<file path="config.mk">
export PLATFORM = sky130hd
export DESIGN_NAME = iss_back
export DESIGN_NICKNAME = d
export VERILOG_FILES = /design/src/sv/iss_pkg.sv /design/src/sv/iss_back.sv
export VERILOG_INCLUDE_DIRS = /design/src /design/src/sv
export SDC_FILE = /design/constraint.sdc
export NUM_CORES = 1
export LEC_CHECK = 0
export BUFFER_PORTS_ARGS = -buffer_cell sky130_fd_sc_hd__buf_4
export CORE_MARGIN = 2
export CORE_UTILIZATION = 54
export CTS_CLUSTER_DIAMETER = 150
export CTS_CLUSTER_SIZE = 40
export DETAILED_ROUTE_END_ITERATION = 8
export PLACE_DENSITY = 0.93
export SLEW_MARGIN = 20
export SYNTH_ARGS = -nofsm -noshare
export SYNTH_HDL_FRONTEND = slang
export SYNTH_SLANG_ARGS = --single-unit
</file>
<file path="constraint.sdc">
create_clock -name clk -period 10.8 [get_ports clk]
set_clock_uncertainty 0.2 [all_clocks]
set_input_delay 0.54 -clock clk [delete_from_list [all_inputs] [get_ports clk]]
set_output_delay 0.54 -clock clk [all_outputs]
set_load 0.02 [all_outputs]
</file>
<file path="src/sv/image_sharpen_3x3_cross_macros.svh">
// ----------------------------------------------------------------------------
// Assertion macros for the image_sharpen_3x3_cross block
// Each check is sampled on clk and switched off while rst_n is low.
// ----------------------------------------------------------------------------
`ifndef IMAGE_SHARPEN_3X3_CROSS_MACROS_SVH
`define IMAGE_SHARPEN_3X3_CROSS_MACROS_SVH
`ifndef SYNTH
`define ISS_ASSERT_IMPLY(lbl, ante, cons) \
  lbl: assert property (@(posedge clk) disable iff (!rst_n) (ante) |-> (cons)) \
    else $error("iss implication check failed");
`define ISS_ASSERT_NEXT(lbl, ante, cons) \
  lbl: assert property (@(posedge clk) disable iff (!rst_n) (ante) |=> (cons)) \
    else $error("iss next-cycle check failed");
`else
`define ISS_ASSERT_IMPLY(lbl, ante, cons)
`define ISS_ASSERT_NEXT(lbl, ante, cons)
`endif
`endif

</file>
<file path="src/sv/iss_pkg.sv">
// ----------------------------------------------------------------------------
// iss_pkg
// Shared constants and types of the 3x3 cross sharpening block.
// ----------------------------------------------------------------------------
`default_nettype none

package iss_pkg;

  localparam int DEF_MAX_WIDTH    = 1024;
  localparam int DEF_MAX_CHANNELS = 4;
  localparam int DEF_MAX_HEIGHT   = 4096;

  localparam int SAMPLE_W = 8;
  localparam int POS_W    = 12;

  localparam int IMAGE_WIDTH_W   = 11;
  localparam int IMAGE_HEIGHT_W  = 13;
  localparam int CHANNEL_COUNT_W = 3;

  localparam int CFG_INDEX_W = 2;
  localparam int CFG_DATA_W  = 13;

  localparam int RST_IMAGE_WIDTH   = 640;
  localparam int RST_IMAGE_HEIGHT  = 480;
  localparam int RST_CHANNEL_COUNT = 3;

  localparam int MIN_DIM      = 3;
  localparam int MIN_CHANNELS = 1;

  localparam int QUEUE_DEPTH = 4;
  localparam int QUEUE_PTR_W = $clog2(QUEUE_DEPTH);
  localparam int QUEUE_CNT_W = $clog2(QUEUE_DEPTH + 1);

  typedef enum logic [CFG_INDEX_W-1:0] {
    CFG_IMAGE_WIDTH   = 2'd0,
    CFG_IMAGE_HEIGHT  = 2'd1,
    CFG_CHANNEL_COUNT = 2'd2
  } cfg_reg_t;

  // One classified sample with its neighbourhood, ready for the back end.
  typedef struct packed {
    logic [SAMPLE_W-1:0] up;
    logic [SAMPLE_W-1:0] mid;
    logic [SAMPLE_W-1:0] lf;
    logic [SAMPLE_W-1:0] rt;
    logic [SAMPLE_W-1:0] dn;
    logic                interior;
    logic                last_row;
    logic                frame_end;
    logic [POS_W-1:0]    row;
    logic [POS_W-1:0]    index;
  } desc_t;

  typedef struct packed {
    logic  push;
    desc_t desc;
  } q_wr_t;

endpackage

`default_nettype wire

</file>
<file path="src/sv/iss_back.sv">
// ----------------------------------------------------------------------------
// iss_back
// Evaluates the cross kernel, clamps it and drives the result register,
// splitting a last-row descriptor into its two results.
// ----------------------------------------------------------------------------
`default_nettype none
`include "image_sharpen_3x3_cross_macros.svh"

module iss_back (
  input  logic                         clk,
  input  logic                         rst_n,
  input  logic                         q_valid,
  input  iss_pkg::desc_t               q_head,
  output logic                         q_pop,
  output logic                         out_empty,
  input  logic                         out_pop,
  output logic [iss_pkg::SAMPLE_W-1:0] out_value,
  output logic [iss_pkg::POS_W-1:0]    out_row,
  output logic [iss_pkg::POS_W-1:0]    out_index,
  output logic                         out_frame_end,
  output logic                         out_run_last
);
  import iss_pkg::*;

  logic                out_valid_r, out_valid_nxt;
  logic                phase_r, phase_nxt;
  logic [SAMPLE_W-1:0] value_r;
  logic [POS_W-1:0]    row_r, index_r;
  logic                fend_r, run_last_r;

  logic                load, take;
  logic [11:0]         mid5, nsum;
  logic signed [11:0]  diff;
  logic [SAMPLE_W-1:0] kval;
  logic [SAMPLE_W-1:0] value_d;
  logic [POS_W-1:0]    row_d;
  logic                fend_d, run_last_d;

  assign out_empty     = !out_valid_r;
  assign out_value     = value_r;
  assign out_row       = row_r;
  assign out_index     = index_r;
  assign out_frame_end = fend_r;
  assign out_run_last  = run_last_r;

  always_comb begin
    mid5 = {2'b00, q_head.mid, 2'b00} + {4'b0000, q_head.mid};
    nsum = {4'b0000, q_head.lf} + {4'b0000, q_head.rt} +
           {4'b0000, q_head.up} + {4'b0000, q_head.dn};
    diff = $signed(mid5) - $signed(nsum);
    if (!q_head.interior || diff < 12'sd0) begin
      kval = '0;
    end else if (diff > 12'sd255) begin
      kval = '1;
    end else begin
      kval = diff[SAMPLE_W-1:0];
    end
  end

  always_comb begin
    load          = !out_valid_r || out_pop;
    take          = 1'b0;
    q_pop         = 1'b0;
    out_valid_nxt = out_valid_r;
    phase_nxt     = phase_r;
    value_d       = kval;
    row_d         = q_head.row;
    fend_d        = 1'b0;
    run_last_d    = !q_head.last_row;
    if (load) begin
      out_valid_nxt = 1'b0;
      if (phase_r) begin
        // Second result of a last-row beat: the zero for that row itself.
        take          = 1'b1;
        q_pop         = 1'b1;
        phase_nxt     = 1'b0;
        out_valid_nxt = 1'b1;
        value_d       = '0;
        row_d         = q_head.row + POS_W'(1);
        fend_d        = q_head.frame_end;
        run_last_d    = 1'b1;
      end else if (q_valid) begin
        take          = 1'b1;
        out_valid_nxt = 1'b1;
        phase_nxt     = q_head.last_row;
        q_pop         = !q_head.last_row;
      end
    end
  end

  always_ff @(posedge clk) begin
    if (!rst_n) begin
      out_valid_r <= 1'b0;
      phase_r     <= 1'b0;
    end else begin
      out_valid_r <= out_valid_nxt;
      phase_r     <= phase_nxt;
    end
  end

  always_ff @(posedge clk) begin
    if (take) begin
      value_r    <= value_d;
      row_r      <= row_d;
      index_r    <= q_head.index;
      fend_r     <= fend_d;
      run_last_r <= run_last_d;
    end
  end

  `ISS_ASSERT_IMPLY(a_back_split_holds, phase_r, out_valid_r && !run_last_r && q_valid)

endmodule

`default_nettype wire

</file>
==> results by stage <==
Outcome:
- The flow ran to the end, and the final reports show no timing, DRC or antenna violations.

Global route:
- The remaining global-route overflow is 0.
- In the global route stage, overall resource usage came out at 23.2%.
- The via count of the first global-routing pass is 2297.
- The number of antenna violations at the first check in global routing was 0.
- Entering global routing, the biggest net connects 35 pins.
- The first global-routing pass estimated 10700 um of wire.

Synthesis:
- By area the synthesized netlist is led by sky130_fd_sc_hd__edfxtp_1 36%, sky130_fd_sc_hd__fa_1 21%, sky130_fd_sc_hd__inv_1 10%, sky130_fd_sc_hd__ha_1 7.1%, sky130_fd_sc_hd__xnor2_1 4.3%.
- Synthesis produced a netlist with a net count of 379.
- Summing the areas of all compound-gate instances in the mapped netlist gives 8.63% of the synthesized area.
- The fraction of the mapped netlist area in simple logic gates is 8.41%.
- The cell count after synthesis is 262.
- The post-synthesis instance area is 2830 um2.
- After synthesis, the mean cell area works out to 10.8 um2.
- Of the total synthesized cell area, the portion taken by XOR and XNOR cells is 6.19%.
- The largest total area in the synthesized netlist belongs to sky130_fd_sc_hd__edfxtp_1.
- In this run, synthesis produced a sequential element count of 36.
- The multiplexer area fraction after synthesis is 0.708%.
- The sequential element share of the synthesized area is 37.5%.
- The post-synthesis cell type count is 39.
- The arithmetic-cell share of the synthesized area counting full adders, half adders and majority gates is 28.3%.
- By area, the combinational part of the netlist is dominated by adder cells.
- After synthesis, the largest area contributor takes up 36.1% of total cell area.
- The Yosys step of the flow raised 0 warnings.

Critical path:
- The signal arrival time at the worst endpoint is 4.27 ns.
- The cell repeated most along the worst path is sky130_fd_sc_hd__fa_1.
- The critical path contains buffers and inverters numbering 4 combined.
- The delay contributed by the slowest stage of the critical path is 0.55 ns.
- The signal on the critical path passes through buf_4, inv_1, fa_1, fa_1, inv_1, fa_1, inv_1, fa_1, a21oi_1, o211ai_1, a31oi_1, xor2_1, nand4_2, o21a_1.
- Among cell families on the critical path, the largest total delay comes from adder cells.
- The cell with the largest stage delay on the worst path is sky130_fd_sc_hd__fa_1.
- Data on the critical path is required at its endpoint by 10.63 ns.
- The maximum fanout along the worst path is 8.
- The critical path in this run is classified as in2reg.
- The worst setup path is captured at a flop.
- The element type at the critical path start is an input port.

Layout:
- The layout net count is 493.
- The total of fill cells in the finished design is 347.
- Compared with the post-synthesis result, the final layout area differs by 35.4%.
- The finished cells cover 3830 um2.
- The number of antenna diodes in the final layout is 0.
- The share of cells above drive strength 1 is 32.4%.

Place:
- The final HPWL from detailed placement is 5170 um.
- The worst setup slack before clock tree synthesis is 6.19 ns.
- The congestion estimate from routability-driven global placement came to 0.841.
- Buffers placed on the I/O ports in this run total 106.
- The instance area after placement is 3720 um2.

Detailed routing:
- In the final routed layout, each cell accounts on average for 14.4 um.
- For this run, the detailed router's first-pass iteration total came to 4.
- Dividing the detail-routed via count by the number of cells gives 4.99.
- The routed via count is 2229.
- In the routed design, unresolved DRC markers number 0.
- The remaining antenna violation count is 0.
- For this block, the initial DRC count from the detailed router was 182.
- The final layout contains routed wiring with a total length of 6420 um.

Clock network:
- The clock edge transition at the registers on the reported setup and hold paths is 0.07 ns.
- The clock tree root driver cell is sky130_fd_sc_hd__clkbuf_8.
- The clock sink count is 36.
- Clock latency on the worst-skew pair, taken at its later pin, is 0.29 ns.
- Once the clock tree was built, the resizer swapped 0 gates to a different size.
- The number of buffers inserted during clock tree synthesis is 5.
- The maximum clock path buffer count is 2.
- The H-tree depth is 2.
- In this run the post-CTS setup repair buffer count came out at 0.
- The clock tree from TritonCTS is yes.
- The number of hold buffers added after CTS was 0.

Timing:
- After layout, the minimum clock period comes to 4.44 ns.
- Setup repair after global routing left no endpoint under its margin.
- Of the available clock period, the critical path in the final layout requires 41.1%.
- Based on the critical path, the design can be clocked at up to 225 MHz.
- Once routing completed, OpenROAD measured the worst setup slack at 6.36 ns.
- The transition time of the tightest slew-check pin is 0.432 ns.
- The worst-case headroom to the max-slew limit is 71.2%.
- The max-slew violation total from the final report is 0.
- The hold violation count in the final report was 0.
- Setup total negative slack on the finished layout was measured at 0 ns.
- Setup violations remaining at the end of the flow were counted as 0.

Floorplan:
- The die is 76.4 um tall.
- The number of ports placed on the die boundary is 107.
- The die area is 5830 um2.
- The row count is 26.
- The core region is 5070 um2.
- The die width is 76.4 um.
- Once the floorplan was initialized, standard cells occupied 55.7% of the core.

Power:
- Dividing total power by cell area gives a power density of 176 nW/um2.
- The worst-case vdd ir drop is 0.0976 mV.
- For this design the static power due to leakage is 1.90 nW.

Hold path:
- The class of the tightest hold or removal check is in2reg.

Run:
- The max-capacitance violation count is 0.
## worst paths after layout
kind | slack (ns) | start | depth (start not counted) | endpoint
min reg2reg | 0.40 | out_valid_r | 2 | out_valid_r
max reg2reg | 8.97 | out_valid_r | 6 | out_row[11]
max | 6.36 | q_head[28] | 14 | out_value[1]
min | 0.23 | q_head[11] | 1 | out_index[11]
## cell families after synthesis
kind of cell / count (synthesis)
buffers and inverters: 77
AO/OA/AOI/OAI: 35
XOR/XNOR: 20
adder cells (fa/ha/maj): 46
multiplexers: 2
AND/OR/NAND/NOR: 46
flip-flops: 36
## registers in the layout, summed over array words and instances, names as in the netlist
register,cells
out_index,12
phase_r,1
out_row,12
out_frame_end,1
out_run_last,1
out_valid_r,1
out_value,8
## power by group
part | total, mW | leakage, nW | switching [mW] | internal [mW]
Combinational | 0.381 | 1.50 | 0.217 | 0.163
Clock | 0.116 | 0.0552 | 0.0479 | 0.0685
Sequential | 0.176 | 0.352 | 0.00488 | 0.171
## cells in the final DEF, fill, tap and decap left out, types with 2 or more instances in the layout
cell	count
sky130_fd_sc_hd__a21oi_1	7
sky130_fd_sc_hd__a21oi_2	2
sky130_fd_sc_hd__a31oi_1	2
sky130_fd_sc_hd__and3_1	3
sky130_fd_sc_hd__buf_4	107
sky130_fd_sc_hd__clkbuf_8	5
sky130_fd_sc_hd__dfxtp_1	2
sky130_fd_sc_hd__edfxtp_1	34
sky130_fd_sc_hd__fa_1	30
sky130_fd_sc_hd__ha_1	16
sky130_fd_sc_hd__inv_1	77
sky130_fd_sc_hd__mux2i_1	2
sky130_fd_sc_hd__nand2_1	13
sky130_fd_sc_hd__nand2b_1	2
sky130_fd_sc_hd__nand3_1	6
sky130_fd_sc_hd__nand4_1	4
sky130_fd_sc_hd__nor2_1	9
sky130_fd_sc_hd__o21a_1	8
sky130_fd_sc_hd__o21ai_0	4
sky130_fd_sc_hd__xnor2_1	14
sky130_fd_sc_hd__xor2_1	6
## Yosys cell counts
| master | n |
|---|---|
| sky130_fd_sc_hd__a211oi_1 | 1 |
| sky130_fd_sc_hd__a21boi_0 | 1 |
| sky130_fd_sc_hd__a21boi_1 | 1 |
| sky130_fd_sc_hd__a21o_1 | 1 |
| sky130_fd_sc_hd__a21oi_1 | 7 |
| sky130_fd_sc_hd__a21oi_2 | 2 |
| sky130_fd_sc_hd__a31oi_1 | 2 |
| sky130_fd_sc_hd__and2_1 | 1 |
| sky130_fd_sc_hd__and3_1 | 3 |
| sky130_fd_sc_hd__and4_1 | 1 |
| sky130_fd_sc_hd__dfxtp_1 | 2 |
| sky130_fd_sc_hd__edfxtp_1 | 34 |
| sky130_fd_sc_hd__fa_1 | 30 |
| sky130_fd_sc_hd__ha_1 | 16 |
| sky130_fd_sc_hd__inv_1 | 77 |
| sky130_fd_sc_hd__mux2i_1 | 2 |
| sky130_fd_sc_hd__nand2_1 | 13 |
| sky130_fd_sc_hd__nand2b_1 | 2 |
| sky130_fd_sc_hd__nand3_1 | 6 |
| sky130_fd_sc_hd__nand3_2 | 1 |
| sky130_fd_sc_hd__nand4_1 | 4 |
| sky130_fd_sc_hd__nand4_2 | 1 |
| sky130_fd_sc_hd__nor2_1 | 10 |
| sky130_fd_sc_hd__nor2b_1 | 1 |
| sky130_fd_sc_hd__o211a_1 | 1 |
| sky130_fd_sc_hd__o211a_2 | 1 |
| sky130_fd_sc_hd__o211ai_1 | 1 |
| sky130_fd_sc_hd__o211ai_2 | 1 |
| sky130_fd_sc_hd__o21a_1 | 8 |
| sky130_fd_sc_hd__o21ai_0 | 4 |
| sky130_fd_sc_hd__o21ai_1 | 1 |
| sky130_fd_sc_hd__o21bai_1 | 1 |
| sky130_fd_sc_hd__o22a_1 | 1 |
| sky130_fd_sc_hd__o31ai_1 | 1 |
| sky130_fd_sc_hd__or2_1 | 1 |
| sky130_fd_sc_hd__or2b_2 | 1 |
| sky130_fd_sc_hd__or3_1 | 1 |
| sky130_fd_sc_hd__xnor2_1 | 14 |
| sky130_fd_sc_hd__xor2_1 | 6 |
## area by class of cell
| cell class | count | area [um2] | share of cell area [%] |
|---|---|---|---|
| Clock buffer | 6 | 72.6 | 1.90 |
| Clock inverter | 2 | 35.0 | 0.915 |
| Inverter | 77 | 289 | 7.55 |
| Multi-Input combinational cell | 149 | 1480 | 38.7 |
| Sequential cell | 36 | 1060 | 27.7 |
| Tap cell | 70 | 87.6 | 2.29 |
| Timing Repair Buffer | 107 | 803 | 21.0 |
## metrics by stage
step	hold slack [ns]	util [%]	std cells	power (mW)
CTS	0.228	75.4	447	0.674
global route	0.228	75.4	447	0.723
detailed placement	0.400	73.3	439	0.554
global placement	0.395	73.3	439	0.533
finish	0.229	75.4	447	0.673
floorplan	0.343	-	262	0.452
## layer usage
metal / part of all wire, % / routed length, um / track usage, % / vias up
met5: 0 / 0 / 0 / -
met4: 1.5 / 99 / 6.91 / 0
met3: 6.0 / 388 / 3.79 / 10
met2: 56 / 3590 / 43.5 / 101
met1: 37 / 2340 / 27.1 / 1060
li1: - / - / - / 1058
Power figures use the tool's default switching activity.
