--- config.mk ---
export PLATFORM = sky130hd
export DESIGN_NAME = iss_queue
export DESIGN_NICKNAME = d
export VERILOG_FILES = /design/src/sv/iss_pkg.sv /design/src/sv/iss_queue.sv
export VERILOG_INCLUDE_DIRS = /design/src /design/src/sv
export SDC_FILE = /design/constraint.sdc
export NUM_CORES = 1
export LEC_CHECK = 0
export BUFFER_PORTS_ARGS = -buffer_cell sky130_fd_sc_hd__buf_2
export CORE_ASPECT_RATIO = 0.5
export CORE_MARGIN = 8
export CORE_UTILIZATION = 61
export DETAILED_ROUTE_END_ITERATION = 8
export GPL_TIMING_DRIVEN = 0
export PLACE_DENSITY = 0.93
export SETUP_SLACK_MARGIN = 0.02
export SLEW_MARGIN = 40
export SYNTH_ARGS = -nofsm -noshare
export SYNTH_HDL_FRONTEND = slang
export SYNTH_SLANG_ARGS = --single-unit
--- constraint.sdc ---
create_clock -name clk -period 4.23 [get_ports clk]
set_input_delay 0.2115 -clock clk [delete_from_list [all_inputs] [get_ports clk]]
set_output_delay 0.2115 -clock clk [all_outputs]
set_load 0.02 [all_outputs]
--- src/sv/image_sharpen_3x3_cross_macros.svh ---
// ----------------------------------------------------------------------------
// Assertion macros for the image_sharpen_3x3_cross block
// Each check is sampled on clk and switched off while rst_n is low.
// ----------------------------------------------------------------------------
`ifndef IMAGE_SHARPEN_3X3_CROSS_MACROS_SVH
`define IMAGE_SHARPEN_3X3_CROSS_MACROS_SVH
`ifndef SYNTH
`define ISS_ASSERT_IMPLY(lbl, ante, cons) \
  lbl: assert property (@(posedge clk) disable iff (!rst_n) (ante) |-> (cons)) \
    else $error("iss implication check failed");
`define ISS_ASSERT_NEXT(lbl, ante, cons) \
  lbl: assert property (@(posedge clk) disable iff (!rst_n) (ante) |=> (cons)) \
    else $error("iss next-cycle check failed");
`else
`define ISS_ASSERT_IMPLY(lbl, ante, cons)
`define ISS_ASSERT_NEXT(lbl, ante, cons)
`endif
`endif

--- src/sv/iss_pkg.sv ---
// ----------------------------------------------------------------------------
// iss_pkg
// Shared constants and types of the 3x3 cross sharpening block.
// ----------------------------------------------------------------------------
`default_nettype none

package iss_pkg;

  localparam int DEF_MAX_WIDTH    = 1024;
  localparam int DEF_MAX_CHANNELS = 4;
  localparam int DEF_MAX_HEIGHT   = 4096;

  localparam int SAMPLE_W = 8;
  localparam int POS_W    = 12;

  localparam int IMAGE_WIDTH_W   = 11;
  localparam int IMAGE_HEIGHT_W  = 13;
  localparam int CHANNEL_COUNT_W = 3;

  localparam int CFG_INDEX_W = 2;
  localparam int CFG_DATA_W  = 13;

  localparam int RST_IMAGE_WIDTH   = 640;
  localparam int RST_IMAGE_HEIGHT  = 480;
  localparam int RST_CHANNEL_COUNT = 3;

  localparam int MIN_DIM      = 3;
  localparam int MIN_CHANNELS = 1;

  localparam int QUEUE_DEPTH = 4;
  localparam int QUEUE_PTR_W = $clog2(QUEUE_DEPTH);
  localparam int QUEUE_CNT_W = $clog2(QUEUE_DEPTH + 1);

  typedef enum logic [CFG_INDEX_W-1:0] {
    CFG_IMAGE_WIDTH   = 2'd0,
    CFG_IMAGE_HEIGHT  = 2'd1,
    CFG_CHANNEL_COUNT = 2'd2
  } cfg_reg_t;

  // One classified sample with its neighbourhood, ready for the back end.
  typedef struct packed {
    logic [SAMPLE_W-1:0] up;
    logic [SAMPLE_W-1:0] mid;
    logic [SAMPLE_W-1:0] lf;
    logic [SAMPLE_W-1:0] rt;
    logic [SAMPLE_W-1:0] dn;
    logic                interior;
    logic                last_row;
    logic                frame_end;
    logic [POS_W-1:0]    row;
    logic [POS_W-1:0]    index;
  } desc_t;

  typedef struct packed {
    logic  push;
    desc_t desc;
  } q_wr_t;

endpackage

`default_nettype wire

--- src/sv/iss_queue.sv ---
// ----------------------------------------------------------------------------
// iss_queue
// Short descriptor queue between the front and the back end.
// ----------------------------------------------------------------------------
`default_nettype none
`include "image_sharpen_3x3_cross_macros.svh"

module iss_queue (
  input  logic                            clk,
  input  logic                            rst_n,
  input  iss_pkg::q_wr_t                  q_wr,
  input  logic                            pop,
  output iss_pkg::desc_t                  head,
  output logic                            valid,
  output logic [iss_pkg::QUEUE_CNT_W-1:0] count
);
  import iss_pkg::*;

  desc_t                  slot_r [QUEUE_DEPTH];
  logic [QUEUE_PTR_W-1:0] wr_ptr_r, wr_ptr_nxt;
  logic [QUEUE_PTR_W-1:0] rd_ptr_r, rd_ptr_nxt;
  logic [QUEUE_CNT_W-1:0] count_r, count_nxt;
  logic                   push;

  assign push  = q_wr.push;
  assign head  = slot_r[rd_ptr_r];
  assign valid = (count_r != '0);
  assign count = count_r;

  always_comb begin
    wr_ptr_nxt = wr_ptr_r;
    rd_ptr_nxt = rd_ptr_r;
    count_nxt  = count_r;
    if (push) begin
      wr_ptr_nxt = (wr_ptr_r == QUEUE_PTR_W'(QUEUE_DEPTH - 1)) ? '0 :
                   wr_ptr_r + QUEUE_PTR_W'(1);
    end
    if (pop) begin
      rd_ptr_nxt = (rd_ptr_r == QUEUE_PTR_W'(QUEUE_DEPTH - 1)) ? '0 :
                   rd_ptr_r + QUEUE_PTR_W'(1);
    end
    if (push && !pop) begin
      count_nxt = count_r + QUEUE_CNT_W'(1);
    end else if (pop && !push) begin
      count_nxt = count_r - QUEUE_CNT_W'(1);
    end
  end

  always_ff @(posedge clk) begin
    if (!rst_n) begin
      wr_ptr_r <= '0;
      rd_ptr_r <= '0;
      count_r  <= '0;
    end else begin
      wr_ptr_r <= wr_ptr_nxt;
      rd_ptr_r <= rd_ptr_nxt;
      count_r  <= count_nxt;
    end
  end

  always_ff @(posedge clk) begin
    if (push) begin
      slot_r[wr_ptr_r] <= q_wr.desc;
    end
  end

  `ISS_ASSERT_IMPLY(a_queue_no_overflow, count_r == QUEUE_CNT_W'(QUEUE_DEPTH), !push)
  `ISS_ASSERT_IMPLY(a_queue_no_underflow, pop, count_r != '0)

endmodule

`default_nettype wire

==> results.py, run 1 <==
metrics = {
    "run_status": {
        "status": "complete, no violations",
    },
    "timing": {
        "maxSlewViolCount": 0,
        "post-route-min-period_ns": 2.41,
        "rsz0062_at_grt": "no",
        "finClkSkew_ns": 0.0133,
        "worst_slew_margin_rel": 0.545,
        "hold_ws_ns": 0.0334,
        "hold_viol": 0,
        "finalSetupViolations": 0,
        "timing.fmax_mhz": 415,
        "tns_ns": 0,
        "finalCritPeriodShare": 0.570,
        "tightest_slew_ns": 0.682,
    },
    "place": {
        "dpl.hpwl_um": 12300,
        "port-buffer-count": 141,
        "gp_congestion": 0.707,
        "dpl_cell_area_mm2": 0.0112,
    },
    "clock_tree": {
        "clock-sinks": 277,
        "cts_tree": "done",
        "cts.path.max_buffers": 3,
        "cts_setup_buffers": 0,
        "cts_resized": 0,
        "cts_root_buffer": "clkbuf_16",
        "cts_buffers": 24,
        "cts_hold_buffers": 67,
        "path_clk_slew_ns": 0.07,
        "insertion_delay_ns": 0.51,
        "htree_levels": 1,
    },
    "global_routing": {
        "gr-usage-met1": 0.251,
        "grt_usage": 0.203,
        "grt_pass1_vias": 5424,
        "antenna_found_initial": 1,
        "grt.met2_usage": 0.370,
        "grt_first_pass_wirelength_um": 32200,
        "grt_max_degree": 38,
        "top_usage_layer": "met2",
        "grt_overflow_total": 0,
        "met3_usage": 0.0363,
    },
    "yosys": {
        "ys_types": 22,
        "ys.flop_type": "edfxtp_1",
        "syn_inst": 393,
        "synth_nets": 471,
        "async_reset_ff_frac": 0,
        "syn_area_mm2": 0.0102,
        "ys_warn_count": 0,
        "synth_edf_count": 268,
        "syn_avg_cell_area_um2": 25.8,
        "yosysSeqAreaShare": 0.810,
        "synth-seq-cells": 277,
    },
    "route": {
        "viasPerCell": 5.62,
        "drcViolationCount": 0,
        "wl_per_cell_um": 24.3,
        "first_iter_violations": 384,
        "vias": 4922,
        "drt_first_pass_iters": 5,
        "totalWireLength_um": 21300,
        "detail-route-antenna-nets": 0,
    },
    "finish": {
        "seq_area_mm2": 0.00823,
        "post-route-cell-area_mm2": 0.0127,
        "fill_cells": 857,
        "drive_gt1_frac": 0.410,
        "layout_commonest_cell": "edfxtp_1",
        "final_cell_mix": "edfxtp_1 (268), buf_2 (145), mux4_2 (67), dlygate4sd3_1 (67), clkbuf_16 (25)",
        "multiInputGateArea_mm2": 0.00178,
        "final_nets": 709,
        "areaGrowthSynthToFinish_pct": 25.4,
    },
    "critical_path": {
        "path_class": "reg -> out",
        "critPathRequiredTime_ns": 4.02,
        "path_cells": "buf_2 -> buf_2 -> mux4_2 -> buf_2",
        "crit_family": "buffers and inverters",
        "end_kind": "output port",
        "critPathLaunchType": "flop",
        "critPathBufInv": 3,
        "max_stage_delay_ns": 0.42,
        "r2r-start": "wr_ptr_r[0]",
        "worst_path_most_repeated_cell": "buf_2",
        "path_max_fanout": 10,
        "arrival_ns": 2.20,
        "crit_path_top_delay_cell": "dfxtp_1",
    },
    "floorplan": {
        "ioPinCount": 142,
        "dieHeight_um": 107,
        "core-area_mm2": 0.0164,
        "placement_rows": 33,
        "initial_core_util": 0.621,
        "dieWidth_um": 198,
        "dieArea_mm2": 0.0213,
    },
    "run": {
        "drv_cap": 0,
    },
    "worst_hold_path": {
        "worstHoldPathType": "in -> reg",
        "hold_start": "rst_n",
    },
    "power": {
        "ir_drop_uv": 326,
        "power.density_mw_per_mm2": 484,
        "p_leak_nw": 4.40,
    },
}
synthesized netlist by cell type (2+ instances only):
cell,count,area share
inv_1,4,0.0015
buf_2,4,0.0020
edfxtp_1,268,0.79
buf_4,3,0.0022
buf_1,3,0.0011
and2_1,5,0.0031
ha_1,6,0.0074
or3_1,2,0.0012
nor2b_1,5,0.0031
mux2i_1,4,0.0039
dfxtp_1,9,0.018
mux4_2,67,0.15
buf_12,4,0.0079
flip-flops by register name, summed over array words and instances, names as in the netlist, named ones only:
signal / flops
slot_r: 268
count: 3
wr_ptr_r: 2
rd_ptr_r: 2
area by class of cell:
| class | count | area share |
|---|---|---|
| flip-flops and latches | 277 | 0.646 |
| multi-input cells | 97 | 0.139 |
| repair buffers | 212 | 0.114 |
| clock buffers | 29 | 0.0511 |
| well taps | 227 | 0.0223 |
| clock inverters | 14 | 0.0140 |
| plain buffers | 15 | 0.0114 |
| inverters | 4 | 0.00118 |
| diodes | 1 | 0.000196 |
through the flow:
stage	setup slack, ns	util	power (mW)	std cells
2_1_floorplan	1.68	-	3.62	393
3_3_place_gp	0.559	0.682	3.82	761
4_1_cts	1.78	0.779	6.18	875
6_report	1.82	0.779	6.16	876
3_5_place_dp	2.43	0.687	3.85	765
5_1_grt	1.74	0.779	6.35	876
routing by layer:
| layer | share of wire | vias to the layer above |
|---|---|---|
| met1 | 0.38 | 2556 |
| li1 | - | 2150 |
| met2 | 0.55 | 182 |
| met3 | 0.058 | 34 |
| met5 | 0 | - |
| met4 | 0.019 | 0 |
cells by family after synthesis:
logic type	Yosys count	synth area share
AOI/OAI and AO/OA	3	0.00197
xor gates and xnor gates	2	0.00173
adders and majority gates	7	0.00937
buffers and inverters	19	0.0158
DFF	277	0.810
muxes	71	0.153
and+or+nand+nor	14	0.00826
report_power, final:
| part | internal [mW] | switching [mW] | total [mW] |
|---|---|---|---|
| combinational | 0.292 | 0.376 | 0.668 |
| sequential | 3.14 | 0.0399 | 3.18 |
| clock | 1.35 | 0.963 | 2.31 |
| total | 4.78 | 1.38 | 6.16 |
worst paths after layout:
path | end | slack, ns | cells after the start
max reg2reg | slot_r[3][44] | 2.50 | 3
min reg2reg | rd_ptr_r[1] | 0.57 | 2
max | head[37] | 1.82 | 4
min | count[0] | 0.03 | 2
Note: power is estimated with default switching activity, not from simulation.
==> inputs of run 2 (changes only) <==
Settings changed: CORE_UTILIZATION 61 to 57, PLACE_DENSITY 0.93 to 0.88.
Clock period 4.23 ns to 2.3 ns, I/O delays scaled along.
==> results.py, run 2 (same netlist as run 1, synthesis figures left out) <==
metrics = {
    "run_status": {
        "status": "complete, no violations",
    },
    "finish": {
        "final_cell_mix": "edfxtp_1 (268), buf_2 (143), dlygate4sd3_1 (70), mux4_2 (67), clkbuf_16 (23)",
        "final_nets": 714,
        "final_util": 0.733,
        "stdcell_count": 888,
        "top_register": "slot_r",
        "layout_commonest_cell": "edfxtp_1",
        "largest_register_ffs": 268,
        "drive_gt1_frac": 0.401,
        "areaGrowthSynthToFinish_pct": 25.5,
    },
    "critical_path": {
        "cp-endpoint": "head[38]",
        "path_class": "reg -> out",
        "r2r_cells": 3,
        "path_max_fanout": 10,
        "arrival_ns": 2.06,
        "reg2reg_slack_ns": 0.51,
        "worst_path_most_repeated_cell": "buf_2",
        "path_cells": "buf_2 -> buf_2 -> mux4_2 -> buf_2",
        "end_kind": "output port",
        "r2r-start": "wr_ptr_r[0]",
        "cp_num_cells": 4,
        "crit_path_top_delay_cell": "dfxtp_1",
        "critPathLaunchType": "flop",
        "r2r_end": "slot_r[3][24]",
        "crit_family": "buffers and inverters",
        "critPathRequiredTime_ns": 2.18,
        "critPathBufInv": 3,
        "max_stage_delay_ns": 0.39,
    },
    "power": {
        "power.density_mw_per_mm2": 861,
        "ir_drop_uv": 566,
        "p_leak_nw": 4.40,
    },
    "clock_tree": {
        "cts_buffers": 23,
        "cts_root_buffer": "clkbuf_16",
        "htree_levels": 1,
        "cts_tree": "done",
        "cts_setup_buffers": 0,
        "cts.path.max_buffers": 3,
        "clock-sinks": 277,
        "insertion_delay_ns": 0.51,
        "path_clk_slew_ns": 0.07,
    },
    "timing": {
        "rsz0062_at_grt": "yes",
        "hold_viol": 0,
        "post-route-min-period_ns": 2.17,
        "timing.fmax_mhz": 460,
        "tns_ns": 0,
        "tightest_slew_ns": 0.626,
        "maxSlewViolCount": 0,
        "finalCritPeriodShare": 0.945,
        "finClkSkew_ns": 0.0151,
        "worst_slew_margin_rel": 0.583,
        "hold_ws_ns": 0.0332,
        "finalSetupViolations": 0,
    },
    "place": {
        "port-buffer-count": 141,
        "dp_cells": 775,
        "gp_congestion": 0.689,
        "dpl.hpwl_um": 12400,
    },
    "floorplan": {
        "core-area_mm2": 0.0174,
        "placement_rows": 34,
        "dieHeight_um": 110,
        "ioPinCount": 142,
        "dieWidth_um": 205,
        "initial_core_util": 0.584,
        "dieArea_mm2": 0.0226,
    },
    "global_routing": {
        "antenna_found_initial": 0,
        "grt_overflow_total": 0,
        "grt_usage": 0.183,
        "grt_first_pass_wirelength_um": 31100,
        "grt_max_degree": 36,
        "grt_pass1_vias": 5453,
    },
    "run": {
        "drv_cap": 0,
    },
    "route": {
        "viasPerCell": 5.55,
        "vias": 4927,
        "drt_first_pass_iters": 6,
        "totalWireLength_um": 20700,
        "first_iter_violations": 323,
        "wl_per_cell_um": 23.3,
        "detail-route-antenna-nets": 0,
        "drcViolationCount": 0,
    },
    "worst_hold_path": {
        "worstHoldPathType": "in -> reg",
        "min_path_cells": 3,
    },
}
## run 2: power breakdown
group | total [mW] | switching [mW] | internal, mW | leakage, nW
clock network | 3.88 | 1.70 | 2.17 | 0.362
registers | 5.84 | 0.0691 | 5.77 | 2.54
logic | 1.25 | 0.692 | 0.557 | 1.50
## run 2: stage by stage
stage	power [mW]	setup slack, ns	instance area [um^2]
2_1_floorplan	6.64	0.473	10200
3_3_place_gp	7.02	-0.121	11200
3_5_place_dp	7.11	0.506	11300
4_1_cts	11.0	0.0410	12700
5_1_grt	11.3	0.0191	12700
6_report	11.0	0.128	12700
## run 2: final cells by class
type                    instances  area, um^2
clock buffers                  26         587
repair buffers                218        1550
inverters                       4        15.0
fillers                       976        4650
well taps                     234         293
flip-flops and latches        277        8230
clock inverters                16         149
multi-input cells              97        1780
diodes                          1        2.50
plain buffers                  15         150
## run 2: worst min path at each step
| stage | from | end | slack (ns) |
|---|---|---|---|
| 2_1_floorplan | q_wr[0] | slot_r[0][0] | 0.21 |
| 3_3_place_gp | q_wr[40] | slot_r[2][40] | 0.32 |
| 3_5_place_dp | q_wr[46] | slot_r[0][46] | 0.33 |
| 4_1_cts | q_wr[67] | wr_ptr_r[1] | 0.004 |
| 5_1_grt | q_wr[67] | wr_ptr_r[1] | 0.06 |
| 6_report | q_wr[67] | wr_ptr_r[0] | 0.03 |
## run 2: worst register-to-register path: stages, from the launching register on
cell and delay (ns):
dfxtp_1 0.40, ha_1 0.20, and2_4 0.53, buf_12 0.31
## run 2: what timing repair did
item,in CTS,in global routing
gates resized for setup,0,2
hold endpoints to repair,277,0
setup endpoints to repair,0,8
hold buffers,70,0
## run 2: routing by layer
| metal | wire (um) | up-vias | GRT usage | share of wire |
|---|---|---|---|---|
| li1 | - | 2168 | - | - |
| met1 | 8060 | 2606 | 0.218 | 0.39 |
| met2 | 11300 | 121 | 0.344 | 0.54 |
| met3 | 911 | 32 | 0.0315 | 0.044 |
| met4 | 468 | 0 | 0.0526 | 0.023 |
| met5 | 0 | - | 0 | 0 |
